$ cat config.mk
export PLATFORM = sky130hd
export DESIGN_NAME = tcb_front
export DESIGN_NICKNAME = d
export VERILOG_FILES = /design/src/hdl/tcb_pkg.sv /design/src/hdl/tcb_front.sv
export SDC_FILE = /design/constraint.sdc
export NUM_CORES = 1
export LEC_CHECK = 0
export BUFFER_PORTS_ARGS = -buffer_cell sky130_fd_sc_hd__buf_2
export CORE_MARGIN = 1.5
export CORE_UTILIZATION = 35
export DETAILED_ROUTE_END_ITERATION = 7
export GPL_ROUTABILITY_DRIVEN = 0
export PLACE_DENSITY = 0.87
export REMOVE_ABC_BUFFERS = 1
export SYNTH_ARGS = -nofsm -noshare
export SYNTH_HDL_FRONTEND = slang
export SYNTH_SLANG_ARGS = --single-unit
export TNS_END_PERCENT = 50
$ cat constraint.sdc
create_clock -name vclk -period 2.12
set_clock_uncertainty 0.05 [all_clocks]
set_input_delay 0.106 -clock vclk [all_inputs]
set_output_delay 0.106 -clock vclk [all_outputs]
set_load 0.03 [all_outputs]
$ cat src/hdl/tcb_pkg.sv
// ----------------------------------------------------------------------------
// tcb_pkg
// Shared types, codes and constants of the terminal cell buffer.
// ----------------------------------------------------------------------------
package tcb_pkg;

	localparam int MAX_COLUMNS_DEF = 128;
	localparam int MAX_LINES_DEF   = 64;
	localparam int COLUMNS_RST     = 80;
	localparam int LINES_RST       = 24;

	localparam int CFG_W   = 8;
	localparam int IDX_W   = 1;
	localparam int ACT_W   = 3;
	localparam int CHAR_W  = 21;
	localparam int COLOR_W = 8;
	localparam int MODE_W  = 2;
	localparam int QUEUE_DEPTH = 2;

	localparam logic [IDX_W-1:0] REG_COLUMNS = 1'b0;
	localparam logic [IDX_W-1:0] REG_LINES   = 1'b1;

	localparam logic [ACT_W-1:0] ACT_PUT        = 3'd0;
	localparam logic [ACT_W-1:0] ACT_SET_CURSOR = 3'd1;
	localparam logic [ACT_W-1:0] ACT_ERASE_DISP = 3'd2;
	localparam logic [ACT_W-1:0] ACT_ERASE_LINE = 3'd3;
	localparam logic [ACT_W-1:0] ACT_SCROLL_UP  = 3'd4;
	localparam logic [ACT_W-1:0] ACT_SCROLL_DN  = 3'd5;
	localparam logic [ACT_W-1:0] ACT_SET_ATTR   = 3'd6;
	localparam logic [ACT_W-1:0] ACT_READ_CELL  = 3'd7;

	localparam logic [MODE_W-1:0] MODE_TO_END     = 2'd0;
	localparam logic [MODE_W-1:0] MODE_FROM_START = 2'd1;

	localparam logic [CHAR_W-1:0] BLANK_CHAR = 21'h20;

	typedef struct packed {
		logic [CHAR_W-1:0]  ch;
		logic [COLOR_W-1:0] fg;
		logic [COLOR_W-1:0] bg;
		logic               bold;
	} cell_t;

	localparam cell_t SPACE_CELL = '{ch: BLANK_CHAR, fg: '0, bg: '0, bold: 1'b0};

	// Width of one queue entry; front and back lay it out the same way.
	function automatic int entry_width(input int cw, input int lw, input int nw);
		return ACT_W + CHAR_W + cw + lw + 1 + MODE_W + nw + 2 * COLOR_W + 1;
	endfunction

endpackage

$ cat src/hdl/tcb_front.sv
// ----------------------------------------------------------------------------
// tcb_front
// Accept requests and classify them: clamp targets, saturate counts.
// ----------------------------------------------------------------------------
module tcb_front
	import tcb_pkg::*;
#(
	parameter int MAX_COLUMNS = MAX_COLUMNS_DEF,
	parameter int MAX_LINES   = MAX_LINES_DEF,
	localparam int CW  = $clog2(MAX_COLUMNS),
	localparam int LW  = $clog2(MAX_LINES),
	localparam int CNW = $clog2(MAX_COLUMNS + 1),
	localparam int NW  = $clog2(MAX_LINES + 1),
	localparam int EW  = entry_width(CW, LW, NW)
) (
	input  logic [CNW-1:0]     cols,
	input  logic [NW-1:0]      lines,
	input  logic [ACT_W-1:0]   action,
	input  logic [CHAR_W-1:0]  code_point,
	input  logic [CW-1:0]      target_column,
	input  logic [LW-1:0]      target_line,
	input  logic [MODE_W-1:0]  erase_mode,
	input  logic [NW-1:0]      scroll_count,
	input  logic [COLOR_W-1:0] new_foreground,
	input  logic [COLOR_W-1:0] new_background,
	input  logic               new_bold,
	output logic [EW-1:0]      entry
);

	typedef struct packed {
		logic [ACT_W-1:0]   action;
		logic [CHAR_W-1:0]  code;
		logic [CW-1:0]      tcol;
		logic [LW-1:0]      tline;
		logic               rd_ok;
		logic [MODE_W-1:0]  mode;
		logic [NW-1:0]      count;
		logic [COLOR_W-1:0] fg;
		logic [COLOR_W-1:0] bg;
		logic               bold;
	} entry_t;

	entry_t e;
	logic   col_in, line_in;

	always_comb begin
		col_in  = CNW'(target_column) < cols;
		line_in = NW'(target_line) < lines;
		e.action = action;
		e.code   = code_point;
		e.tcol   = col_in ? target_column : CW'(cols - 1'b1);
		e.tline  = line_in ? target_line : LW'(lines - 1'b1);
		e.rd_ok  = col_in && line_in;
		e.mode   = erase_mode;
		e.count  = (scroll_count > lines) ? lines : scroll_count;
		e.fg     = new_foreground;
		e.bg     = new_background;
		e.bold   = new_bold;
	end

	assign entry = e;

endmodule

Word-level counts from Yosys, hierarchy flattened
Cells that the tools add are included.
{ "totals": {"regBits": 0, "input_bits": 78, "output_inout_bits": 64, "word_cells": 9} }
{ "op_classes": {"add_sub_neg": 2, "magnitude_cmp": 3, "n_mux": 3, "reduce_logical": 1} }
{ "op_table": {"columns": ["operator", "n"], "rows": [
  ["two-way mux 7 bit", 2],
  ["less-than comparator 7 x 8 -> 1 bit", 1],
  ["> comparator 7 bit", 1],
  ["less-than comparator 6 x 7 -> 1 bit", 1],
  ["subtractor 7 x 1 -> 7 bit (second input constant)", 1],
  ["two-way mux 6 bit", 1],
  ["subtractor 6 x 1 -> 6 bit (second input constant)", 1],
  ["logical AND 1 bit", 1]
]} }

Depth between registers and ports, before layout
{ "depth": {"word_depth": 2, "mapped_depth": 6, "mapped_depth_nobuf": 6} }

Worst setup path before layout
OpenSTA, ideal clock, no wires.
{ "synth_timing": {"path_type": "input to output", "startpoint": "in cols[1]", "endpoint": "out entry[35]", "arrival_ps": 1688, "path_slack_ps": 276, "path_stages": 5, "path_buffers": 0, "cell_sequence": "inv_1 > ha_1 > a2111o_1 > a21o_1 > a31oi_1"} }
{ "synth_via": {"elab_chain_cells": 2} }
{ "synth_lines": {"columns": ["element", "line_no", "text"], "rows": [
  ["start, declared", "tcb_front.sv:16", "input logic [CNW-1:0] cols,"],
  ["subtractor 7 x 1 -> 7 bit or less-than comparator 7 x 8 -> 1 bit (tied branches)", "tcb_front.sv:51, tcb_front.sv:47", null],
  ["two-way mux 7 bit (*)", "tcb_front.sv:51", "e.tcol = col_in ? target_column : CW'(cols - 1'b1);"],
  ["end, declared", "tcb_front.sv:27", "output logic [EW-1:0] entry"]
]} }
Mark *: on every way between the ends. The rest lies on a longest branch, timed or not.

Final worst setup path
{ "layout_timing": {"startpoint": "in lines[6]", "endpoint": "out entry[18]"} }
{ "layout_via": {"elab_chain_cells": 2} }
{ "layout_lines": {"columns": ["element", "line_no", "text"], "rows": [
  ["start, declared", "tcb_front.sv:17", "input logic [NW-1:0] lines,"],
  ["> comparator 7 bit", "tcb_front.sv:55", "e.count = (scroll_count > lines) ? lines : scroll_count;"],
  ["two-way mux 7 bit", "tcb_front.sv:55", null]
]} }
No other way between the ends.

==> impl_results.md <==
* Synthesized area per cell at 7.63 sq um
* PostCTS Resize Cnt at 0
* DP Cell Count at 223
* Unique masters post-synth at 33
* Top cell type's share of synthesized area at 26.0%
* Cell chain of the critical path: buf_2 -> inv_1 -> ha_1 -> a21oi_1 -> nand3_1 -> o21ai_2 -> mux2_1 -> buf_2
* Cell Pwr Density at 303 nW/um^2
* Crit. End Element: output port
* Final HPWL DP at 4290 um
* Post-synthesis instance total at 163
* Critical Path Most Common Cell: buf_2
* GRT Overall Usage at 23.2%
* Congestion Overflow GR at 0
* Seq/Total Area, Yosys at 0%
* Initial drt markers at 39
* Fmax achieved at 0.519 GHz
* Yosys top cell by area: buf_4
* Core ar. at 3360 sq um
* Run status: finished clean
* Post-CTS setup buffer count at 0
* Vias per cell at 5.57
* Min-delay src: new_background[6]
* P_leak at 0.000658 uW
* Area of the multi-input gates at 857 sq um
* DRC viols at 0
* Commonest cells in the netlist: 43 x buf_4, 20 x ha_1, 16 x inv_1
* Slew HR at 64.8%
* Share of layout cells above drive strength 1 at 34.5%
* RSZ-0062 raised after global routing: no
* PortBufs at 56
* Critical setup path kind: primary input to output port
* Die height at 62.6 um
* Count leader, synth: buf_4
* Antenna violations before repair at 0
* Ports at 142
* Final setup TNS at 0 ns
* Max-slew violations at 0
* Initial Util at 37.0%
* Wire per inst at 21.0 um
* CP startpoint kind: primary input
* Hold Crit Class: primary input to output port
* Vias in the first global route at 1196
* Crit Path Max Fanout at 6
* Die area at 3920 sq um
* Largest net degree at the start of global routing at 8
* Final antenna diode count at 0
* Hold_ws at 0.162 ns
* Drt first pass iters at 4
* Peak supply drop at 0.119 mV
* Slowest stage cell, crit path: mux2_1
* Actual slew at the worst max-slew pin at 0.515 ns
* Die extent in x at 62.6 um
* Hold-critical path depth at 0
* Final wirelength at 4680 um
* Non-Filler Instances at 223
* Ys Warns at 0
* Area Overhead vs Synth at 1.81%
* CP max stage delay at 0.36 ns
* Top post-synthesis cells by area: buf_4 26%, ha_1 20%, mux2_1 9.1%, xnor2_1 5.6%, inv_1 4.8%
* FF+latch area at 0 sq um
* Hold Path End: entry[7]
* Vias at 1241
* Final Power at 383 uW
* Max cap viols at 0
* Min cycle time layout at 1.93 ns
* CP Data Required Time at 1.96 ns
* First-pass GRT wire length at 6850 um
* Period utilisation layout at 90.8%
* Final Hold Vio Count at 0
* Flip-flop and latch count at 0
* Setup violators final at 0
* # fillers at 389
* Row cnt at 21
* CLK BUF at 0
* CP arrival at 1.77 ns
* NumNets Final at 277
* Cts hold-fix bufs at 0
* Mapped Area at 1240 sq um
* Antenna-violating nets left at 0
[worst max-delay path, delay by kind of cell]
kind | cells | cell delay, ns
simple gates | 1 | 0.13
buf+inv | 3 | 0.34
mux | 1 | 0.36
compound gates | 2 | 0.47
fa+ha+maj | 1 | 0.35
[worst max-delay path by stage]
stage / from / to / slack (ns) / cells after the start
after floorplan: cols[1] / entry[35] / 0.28 / 5
after global placement: lines[2] / entry[22] / 0.26 / 8
after detailed placement: lines[6] / entry[18] / 0.18 / 8
after CTS: lines[6] / entry[18] / 0.18 / 8
after global routing: lines[6] / entry[19] / 0.04 / 8
final: lines[6] / entry[18] / 0.19 / 8
[cell families after synthesis]
group | share of synthesized area (%)
AOI/OAI and AO/OA | 17.5
xor gates and xnor gates | 6.34
adders and majority gates | 20.1
buffers and inverters | 31.1
muxes | 11.6
and+or+nand+nor | 13.4
[through the flow]
step           setup slack [ns]  area (sq um)  utilization, %
2_1_floorplan             0.276           921               -
3_3_place_gp              0.263          1270            37.6
3_5_place_dp              0.182          1270            37.6
4_1_cts                   0.178          1270            37.6
5_1_grt                  0.0403          1270            37.6
6_report                  0.195          1270            37.6
[layout make-up]
class | instances | share of cell area, %
multi-input combinational | 103 | 67.7
timing repair buffer | 57 | 22.7
inverter | 17 | 5.04
tap | 46 | 4.55
[metal layers]
| metal | share of wire (%) | routed length (um) | GRT usage (%) | vias to the layer above |
|---|---|---|---|---|
| li1 | - | - | - | 580 |
| met1 | 33 | 1560 | 22.5 | 536 |
| met2 | 41 | 1940 | 36.0 | 115 |
| met3 | 23 | 1070 | 22.5 | 10 |
| met4 | 2.3 | 109 | 3.89 | 0 |
| met5 | 0 | 0 | 0 | - |
[cell usage in the layout, fill, tap and decap left out, types with 2 or more instances in the layout]
cell type	netlist	routed
nor2_1	4	4
o311ai_0	2	2
ha_1	20	20
nand4_1	3	3
inv_1	16	16
xnor2_1	8	8
mux2_1	10	10
a31oi_1	5	5
mux2i_1	2	2
nand3_1	7	7
and4_1	2	2
o31ai_1	2	2
a311oi_1	5	5
nor3_1	5	5
nand2b_1	2	2
a21oi_1	9	9
a21o_1	2	2
buf_2	0	56
nand2_1	2	2
[where the power goes]
part           switching (uW)  total (uW)  internal, uW
registers                   0           0             0
logic                     240         383           144
clock network               0           0             0
Power figures use the tool's default switching activity.
