==> src/hdl/tcb_pkg.sv <==
// ----------------------------------------------------------------------------
// tcb_pkg
// Shared types, codes and constants of the terminal cell buffer.
// ----------------------------------------------------------------------------
package tcb_pkg;

	localparam int MAX_COLUMNS_DEF = 128;
	localparam int MAX_LINES_DEF   = 64;
	localparam int COLUMNS_RST     = 80;
	localparam int LINES_RST       = 24;

	localparam int CFG_W   = 8;
	localparam int IDX_W   = 1;
	localparam int ACT_W   = 3;
	localparam int CHAR_W  = 21;
	localparam int COLOR_W = 8;
	localparam int MODE_W  = 2;
	localparam int QUEUE_DEPTH = 2;

	localparam logic [IDX_W-1:0] REG_COLUMNS = 1'b0;
	localparam logic [IDX_W-1:0] REG_LINES   = 1'b1;

	localparam logic [ACT_W-1:0] ACT_PUT        = 3'd0;
	localparam logic [ACT_W-1:0] ACT_SET_CURSOR = 3'd1;
	localparam logic [ACT_W-1:0] ACT_ERASE_DISP = 3'd2;
	localparam logic [ACT_W-1:0] ACT_ERASE_LINE = 3'd3;
	localparam logic [ACT_W-1:0] ACT_SCROLL_UP  = 3'd4;
	localparam logic [ACT_W-1:0] ACT_SCROLL_DN  = 3'd5;
	localparam logic [ACT_W-1:0] ACT_SET_ATTR   = 3'd6;
	localparam logic [ACT_W-1:0] ACT_READ_CELL  = 3'd7;

	localparam logic [MODE_W-1:0] MODE_TO_END     = 2'd0;
	localparam logic [MODE_W-1:0] MODE_FROM_START = 2'd1;

	localparam logic [CHAR_W-1:0] BLANK_CHAR = 21'h20;

	typedef struct packed {
		logic [CHAR_W-1:0]  ch;
		logic [COLOR_W-1:0] fg;
		logic [COLOR_W-1:0] bg;
		logic               bold;
	} cell_t;

	localparam cell_t SPACE_CELL = '{ch: BLANK_CHAR, fg: '0, bg: '0, bold: 1'b0};

	// Width of one queue entry; front and back lay it out the same way.
	function automatic int entry_width(input int cw, input int lw, input int nw);
		return ACT_W + CHAR_W + cw + lw + 1 + MODE_W + nw + 2 * COLOR_W + 1;
	endfunction

endpackage

==> src/hdl/tcb_queue.sv <==
// ----------------------------------------------------------------------------
// tcb_queue
// Short command queue between the front and the back.
// ----------------------------------------------------------------------------
module tcb_queue
	import tcb_pkg::*;
#(
	parameter int WIDTH = 8
) (
	input  logic             clk,
	input  logic             arst_n,
	input  logic             push,
	input  logic [WIDTH-1:0] din,
	input  logic             pop,
	output logic [WIDTH-1:0] dout,
	output logic             full,
	output logic             empty
);

	localparam int PW = $clog2(QUEUE_DEPTH);

	logic [WIDTH-1:0] slot_q [QUEUE_DEPTH];
	logic [PW-1:0]    wptr_q, rptr_q;
	logic [PW:0]      cnt_q;

	assign full  = cnt_q == (PW+1)'(QUEUE_DEPTH);
	assign empty = cnt_q == '0;
	assign dout  = slot_q[rptr_q];

	always_ff @(posedge clk) begin
		if (push) begin
			slot_q[wptr_q] <= din;
		end
	end

	always_ff @(posedge clk or negedge arst_n) begin
		if (!arst_n) begin
			wptr_q <= '0;
			rptr_q <= '0;
			cnt_q  <= '0;
		end else begin
			if (push) begin
				wptr_q <= (wptr_q == PW'(QUEUE_DEPTH - 1)) ? '0 : wptr_q + 1'b1;
			end
			if (pop) begin
				rptr_q <= (rptr_q == PW'(QUEUE_DEPTH - 1)) ? '0 : rptr_q + 1'b1;
			end
			if (push && !pop) begin
				cnt_q <= cnt_q + 1'b1;
			end else if (pop && !push) begin
				cnt_q <= cnt_q - 1'b1;
			end
		end
	end

endmodule

==> config.mk <==
export PLATFORM = sky130hd
export DESIGN_NAME = tcb_queue
export DESIGN_NICKNAME = d
export VERILOG_FILES = /design/src/hdl/tcb_pkg.sv /design/src/hdl/tcb_queue.sv
export SDC_FILE = /design/constraint.sdc
export NUM_CORES = 1
export LEC_CHECK = 0
export BUFFER_PORTS_ARGS = -buffer_cell sky130_fd_sc_hd__buf_2
export CAP_MARGIN = 20
export CORE_AREA = 2 2 42 44
export DETAILED_ROUTE_END_ITERATION = 10
export DIE_AREA = 0 0 44 46
export PLACE_DENSITY_LB_ADDON = 0.05
export SLEW_MARGIN = 10
export SYNTH_ARGS = -nofsm -noshare
export SYNTH_HDL_FRONTEND = slang
export SYNTH_SLANG_ARGS = --single-unit
==> constraint.sdc <==
create_clock -name clk -period 3.08 [get_ports clk]
set_input_delay 0.616 -clock clk [delete_from_list [all_inputs] [get_ports clk]]
set_output_delay 0.616 -clock clk [all_outputs]
set_load 0.02 [all_outputs]
# Word-level counts from Yosys, hierarchy flattened
# Memory sizes are Yosys's and may differ from the RTL's.
# Cells that the tools add are included.
# word_totals
mem_count	1
word_cells	21
ram_bits	16
in_bits	12
ff_bits	4
# op_classes
reduce_logical	6
addsub	4
eq_ne	1
muxes	6
# memory_table
memory	words	width	rd	rd_ports_with_merged_regs	wr	line_no	text
slot_q	2	8	1	0	1	tcb_queue.sv:22	logic [WIDTH-1:0] slot_q [QUEUE_DEPTH];
# ops
cell	count
1-bit two-way mux	4
2-bit two-way mux	2
1-bit adder (second input constant)	2
2-bit by 1-bit adder with 2-bit output (second input constant)	1
2-bit equality test (second input constant)	1
1-bit logical AND	2
1-bit logical NOT	2
2-bit logical NOT	1
2-bit nonzero test	1
2-bit by 1-bit subtractor with 2-bit output (second input constant)	1

# Longest topological paths before layout
# Gate-level depths: netlist (run 1).
# depth
ltp_word	4
ltp_mapped	5
ltp_nobuf	5

# Worst setup path before layout (run 1)
# No wires, ideal clock.
# synth_timing
path_type	register to output
startpoint	register rptr_q
endpoint	output dout[0]
path_stages_with_launch	3
t_arrival_ps	831
path_slack_ps	1633
path_cell_list	dfrtp_1 -> buf_6 -> mux2_2
# synth_between
elab_chain_cells	1
# synth_rtl
item	line_no	text
start: declaration	tcb_queue.sv:23	logic [PW-1:0] wptr_q, rptr_q;
start signal: assignment	tcb_queue.sv:46	rptr_q <= (rptr_q == PW'(QUEUE_DEPTH - 1)) ? '0 : rptr_q + 1'b1;
memory 2 x 8 bit	--	
end: declaration	tcb_queue.sv:15	output logic [WIDTH-1:0] dout,
# No other way between the ends.

# Worst setup path after layout (run 1)
# layout_timing
startpoint	register rptr_q
endpoint	output dout[5]
# Same word-level chain as after synthesis.

==> metrics.md, run 1 <==
| Metric | Value |
|---|---|
| Seq/Total Area, Yosys | `75.3%` |
| Synth warn | `0` |
| Layout cell share with drive strength beyond 1 | `50.8%` |
| Placed cell count | `78` |
| # DRC | `0` |
| Synth top area share | `62.3%` |
| Predominant post-synthesis flop cell | `edfxtp_1` |
| Top Layer Used | `met3` |
| Average wire per standard cell | `14.1 um` |
| Longest Clk Path Bufs | `2` |
| Total track usage | `13.0%` |
| CP Class | `reg -> out` |
| Reg clk slew, reported paths | `0.11 ns` |
| Pwr/cell area | `885 mW/mm^2` |
| Setup bufs post-CTS | `0` |
| Period utilisation layout | `65.5%` |
| I/O pins | `22` |
| Die area | `0.00202 mm^2` |
| Initial antenna violation count | `0` |
| RSZ-0062 raised after global routing | `false` |
| Fin cells | `82` |
| Reg2Reg Launch Point | `wptr_q` |
| First-pass GRT wire length | `1.79 mm` |
| Cts repair resizes | `0` |
| FF-to-FF setup slack | `1.71 ns` |
| HP Class | `in -> async` |
| Post-Syn Nets | `54` |
| Status | `complete, no violations` |
| Met1 WL | `492 um` |
| ANT cells | `0` |
| Worst Setup End Kind | `output port` |
| Crit. Startpoint | `rptr_q` |
| Largest net degree at the start of global routing | `12` |
| Fmax | `0.496 GHz` |
| Netlist cell types | `12` |
| Drt initial violations | `4` |
| Post-synth ARST share | `20.0%` |
| Area grow syn2layout | `18.3%` |
| Startpoint Class | `flip-flop` |
| Via count | `405` |
| Routed WL | `1.16 mm` |
| Worst EP arrival | `1.40 ns` |
| Final HPWL DP | `856 um` |
| CTS tree | `done` |
| Max-cap viol count | `0` |
| Final Max Tran Viols | `0` |
| Syn_area_per_cell | `18.8 um^2` |
| Die Ht | `46 um` |
| Fin crit period | `2.02 ns` |
| Vias in the first global route | `401` |
| Worst slew pin tran | `0.736 ns` |
| Remaining global-route overflow | `0` |
| Hold violation count in the final report | `0` |
| Synth Register Bits | `20` |
| CTS Buf Count | `3` |
| Routability cong. | `0.606` |
| Via density per instance | `4.94` |
| Worst VDD drop | `0.000434 V` |
| ANT nets after route | `0` |
| Hold Buf Count CTS | `0` |
| Crit path to | `dout[5]` |
| Post-route setup TNS | `0 ns` |
| Tot Pwr | `807 uW` |
| Die width | `44 um` |
| IO buf count | `21` |
| Final setup vio count | `0` |
| Most common cell in the netlist | `edfxtp_1` |
| H-tree depth | `1` |
| Met2 WL | `611 um` |
| Post-synth top area cell | `edfxtp_1` |
| Initial DRT Pass Iterations | `3` |
| WL met3 | `55 um` |
| Post-synth EDFFs | `16` |
| Final core area utilization | `56.5%` |
| Cell count after synthesis | `41` |
| Worst R2R Path Depth | `1` |
| Fin Clk Skew | `0.00832 ns` |
| Reg-to-reg endpoint | `slot_q[0][2]` |
| Initial Util | `47.8%` |
| Commonest cells post-synth | `16 x edfxtp_1, 8 x mux2_2, 4 x dfrtp_1, 4 x xor2_1, 2 x nor2_1` |
| Area contributors post-synth | `edfxtp_1 62%, dfrtp_1 13%, mux2_2 12%` |
| CP required | `2.46 ns` |
| Fin nets | `79` |
| CTS root buf | `clkbuf_4` |
| Clk_lat worst skew | `0.29 ns` |
| Core area | `0.00161 mm^2` |
| Syn Std Cell Area | `771 um^2` |
| Crit path max fanout | `9` |
| Slew HR | `50.8%` |
| Num rows | `15` |
| Leak Pwr | `0.000375 uW` |
| Clock Sinks | `20` |
[power breakdown]
part | internal, uW | total (uW) | switching [uW]
Sequential | 367 | 419 | 51.5
Clock | 50.2 | 124 | 73.4
Combinational | 119 | 265 | 146
Total | 537 | 807 | 271
[stage by stage]
stage | hold WS, ns | instance area, um^2 | setup WS, ns
2_1_floorplan | 0.320 | 771 | 1.63
3_3_place_gp | 0.426 | 886 | 1.36
3_5_place_dp | 0.429 | 886 | 1.32
4_1_cts | 0.102 | 912 | 1.03
5_1_grt | 0.0904 | 912 | 0.998
6_report | 0.106 | 912 | 1.06
[registers in the layout, indices dropped and copies added, names as in the netlist]
register and count:
cnt_q 2, wptr_q 1, rptr_q 1, slot_q 16
[worst max-delay path, cell delays in order, from the launching register on]
cell and delay, ns:
dfrtp_1 0.58, mux2_2 0.39, buf_2 0.16
[routing by layer]
layer	vias to the layer above	global-route usage [%]
met3	0	3.57
met1	194	15.3
met4	0	5.45
met5	-	0
met2	11	22.4
li1	200	-
[kinds of logic after synthesis]
group	after synthesis	synth area share, %
flops	20	75.3
mux	8	11.7
simple gates	5	3.74
xor+xnor	5	5.68
fa+ha+maj	1	1.62
buf+inv	2	1.95
[worst min path at each step]
stage	start	end	slack, ns	cells past startpoint
after floorplan	arst_n	cnt_q[0]	0.32	0
final	arst_n	cnt_q[0]	0.11	1
after global routing	arst_n	cnt_q[0]	0.09	1
after global placement	arst_n	cnt_q[0]	0.43	1
after detailed placement	arst_n	cnt_q[1]	0.43	1
after CTS	arst_n	cnt_q[0]	0.10	1
[area by class of cell]
type | count | area, um^2
fillers | 136 | 702
flip-flops and latches | 20 | 581
multi-input cells | 19 | 175
repair buffers | 21 | 105
clock buffers | 4 | 26.3
well taps | 17 | 21.3
inverters | 1 | 3.75
[layout by cell type (no fill, tap or decap)]
cell | Yosys | layout
xor2_1 | 4 | 4
nor2b_1 | 1 | 1
edfxtp_1 | 16 | 16
dfrtp_1 | 4 | 4
clkbuf_1 | 0 | 1
and2b_2 | 1 | 1
clkbuf_4 | 0 | 3
ha_1 | 1 | 1
nor2_1 | 2 | 2
mux2_2 | 8 | 8
inv_1 | 1 | 1
and2_1 | 1 | 1
xnor2_1 | 1 | 1
buf_2 | 0 | 21
Note: power is estimated with default switching activity, not from simulation.
==> inputs of run 2 (changes only) <==
--- a/config.mk
+++ b/config.mk
@@ -7,9 +7,9 @@
 export LEC_CHECK = 0
 export BUFFER_PORTS_ARGS = -buffer_cell sky130_fd_sc_hd__buf_2
 export CAP_MARGIN = 20
-export CORE_AREA = 2 2 42 44
+export CORE_AREA = 2 2 46 48
 export DETAILED_ROUTE_END_ITERATION = 10
-export DIE_AREA = 0 0 44 46
+export DIE_AREA = 0 0 48 50
 export PLACE_DENSITY_LB_ADDON = 0.05
 export SLEW_MARGIN = 10
 export SYNTH_ARGS = -nofsm -noshare
==> constraint.sdc (replaced) <==
create_clock -name clk -period 1.62 [get_ports clk]
set_input_delay 0.324 -clock clk [delete_from_list [all_inputs] [get_ports clk]]
set_output_delay 0.324 -clock clk [all_outputs]
set_load 0.02 [all_outputs]
==> run 2 against run 1 <==
Compared with the run above: cell area increased by 13%; die area grew 19%; core utilization decreased by 2.3 points; critical path depth grew 1; worst hold slack better by 0.10 ns; via count is 4.4% higher; setup slack lost 1.0 ns; first-iteration DRC count increased by 100%; largest cell class unchanged; highest routed layer unchanged.
==> metrics.md, run 2 (same netlist as run 1, synthesis figures left out) <==
| Metric | Value |
|---|---|
| Hold violation count in the final report | `0` |
| Via count | `423` |
| Pwr/cell area | `1700 mW/mm^2` |
| Die width | `48 um` |
| Max-cap viol count | `0` |
| Final setup margin | `0.0197 ns` |
| RSZ-0062 raised after global routing | `true` |
| Initial DRT Pass Iterations | `4` |
| Fmax | `0.625 GHz` |
| Reg clk slew, reported paths | `0.11 ns` |
| Fin area | `0.00103 mm^2` |
| Cell area after placement | `906 um^2` |
| Clock Sinks | `20` |
| Initial antenna violation count | `0` |
| FILL cells | `156` |
| Worst VDD drop | `0.000856 V` |
| Slew HR | `73.5%` |
| Core area | `0.00190 mm^2` |
| Number of flip-flops in the largest register | `16` |
| ANT cells | `0` |
| Die Ht | `50 um` |
| Remaining global-route overflow | `0` |
| CTS tree | `done` |
| Drt initial violations | `8` |
| Area grow syn2layout | `33.8%` |
| Largest Register | `slot_q` |
| Status | `complete, no violations` |
| Average wire per standard cell | `11.7 um` |
| Initial Util | `40.5%` |
| Worst path bufs/invs | `2` |
| Worst path cell trace | `buf_6 -> mux2_2 -> buf_6` |
| CTS root buf | `clkbuf_4` |
| Worst slew pin tran | `0.398 ns` |
| Commonest non-fill, non-tap cell in the layout | `edfxtp_1` |
| CP Class | `reg -> out` |
| ANT nets after route | `0` |
| Fin nets | `85` |
| Routed WL | `1.15 mm` |
| Clk_lat worst skew | `0.29 ns` |
| Crit path max-delay family | `flip-flops` |
| First-pass GRT wire length | `1.76 mm` |
| Fin Clk Skew | `0.00130 ns` |
| HP Class | `in -> reg` |
| Worst R2R Path Depth | `2` |
| Leak Pwr | `0.000423 uW` |
| Die area | `0.00240 mm^2` |
| Most frequent cells in the layout | `16 x edfxtp_1, 13 x buf_2, 10 x buf_6` |
| Largest stage delay on the critical path | `0.39 ns` |
| I/O pins | `22` |
| Final core area utilization | `54.2%` |
| Num rows | `16` |
| Highest-delay cell along the critical path | `dfrtp_2` |
| IO buf count | `21` |
| CTS Buf Count | `3` |
| Largest regs | `slot_q: 16 flops, cnt_q: 2 flops` |
| Hold Path Stages | `1` |
| Tot Pwr | `1760 uW` |
| Startpoint Class | `flip-flop` |
| Worst Setup End Kind | `output port` |
| Final setup vio count | `0` |
| Vias in the first global route | `395` |
| Longest Clk Path Bufs | `2` |
| Final Max Tran Viols | `0` |
| Final HPWL DP | `763 um` |
| Crit path top cell by count | `buf_6` |
| Layout cell share with drive strength beyond 1 | `54.9%` |
| DP Worst Slack | `0.186 ns` |
| Worst EP arrival | `1.28 ns` |
| Routability cong. | `0.707` |
| Via density per instance | `4.32` |
| H-tree depth | `1` |
| Total track usage | `11.0%` |
| Largest net degree at the start of global routing | `12` |
| Worst path depth | `3` |
| Fin crit period | `1.60 ns` |
| Period utilisation layout | `98.8%` |
| CP required | `1.30 ns` |
| # DRC | `0` |
| Crit path max fanout | `5` |
| Worst hold slack | `0.209 ns` |
run 2: routing by layer:
layer / GRT usage [%] / share of wire, % / wire, um / vias to the layer above
li1: - / - / - / 207
met1: 13.7 / 49 / 557 / 205
met2: 16.0 / 48 / 552 / 11
met3: 4.40 / 3.2 / 37 / 0
met4: 5.41 / 0 / 0 / 0
met5: 0 / 0 / 0 / -
run 2: final timing paths:
check	start	endpoint	slack (ns)
setup / recovery	rptr_q	dout[4]	0.02
hold / removal	din[4]	slot_q[0][4]	0.21
setup reg to reg	wptr_q	slot_q[0][3]	0.46
hold reg to reg	wptr_q	wptr_q	0.49
max in group asynchronous	arst_n	rptr_q	1.11
min in group asynchronous	arst_n	wptr_q	0.38
run 2: metrics by stage:
stage / instances / setup TNS, ns
final: 98 / 0
after detailed placement: 89 / 0
after global placement: 89 / 0
after global routing: 98 / -0.255
after floorplan: 41 / 0
after CTS: 97 / 0
run 2: area by class of cell:
| class | instances | area [um^2] | area share [%] |
|---|---|---|---|
| flip-flops and latches | 20 | 582 | 56.4 |
| clock inverters | 1 | 3.75 | 0.364 |
| well taps | 27 | 33.8 | 3.28 |
| clock buffers | 3 | 22.5 | 2.18 |
| inverters | 1 | 3.75 | 0.364 |
| repair buffers | 27 | 210 | 20.4 |
| multi-input cells | 19 | 175 | 17.0 |
run 2: report_power, final:
group          internal (uW)  switching [uW]  leakage (uW)
Sequential               701            61.8      0.000196
Clock                   89.6             146     0.0000154
Combinational            411             348      0.000212
run 2: what timing repair did:
item	CTS	global route
buffers inserted	3	1
endpoints found under the hold margin	4	0
hold buffers	1	0
gates resized for setup	3	17
setup endpoints to repair	8	8
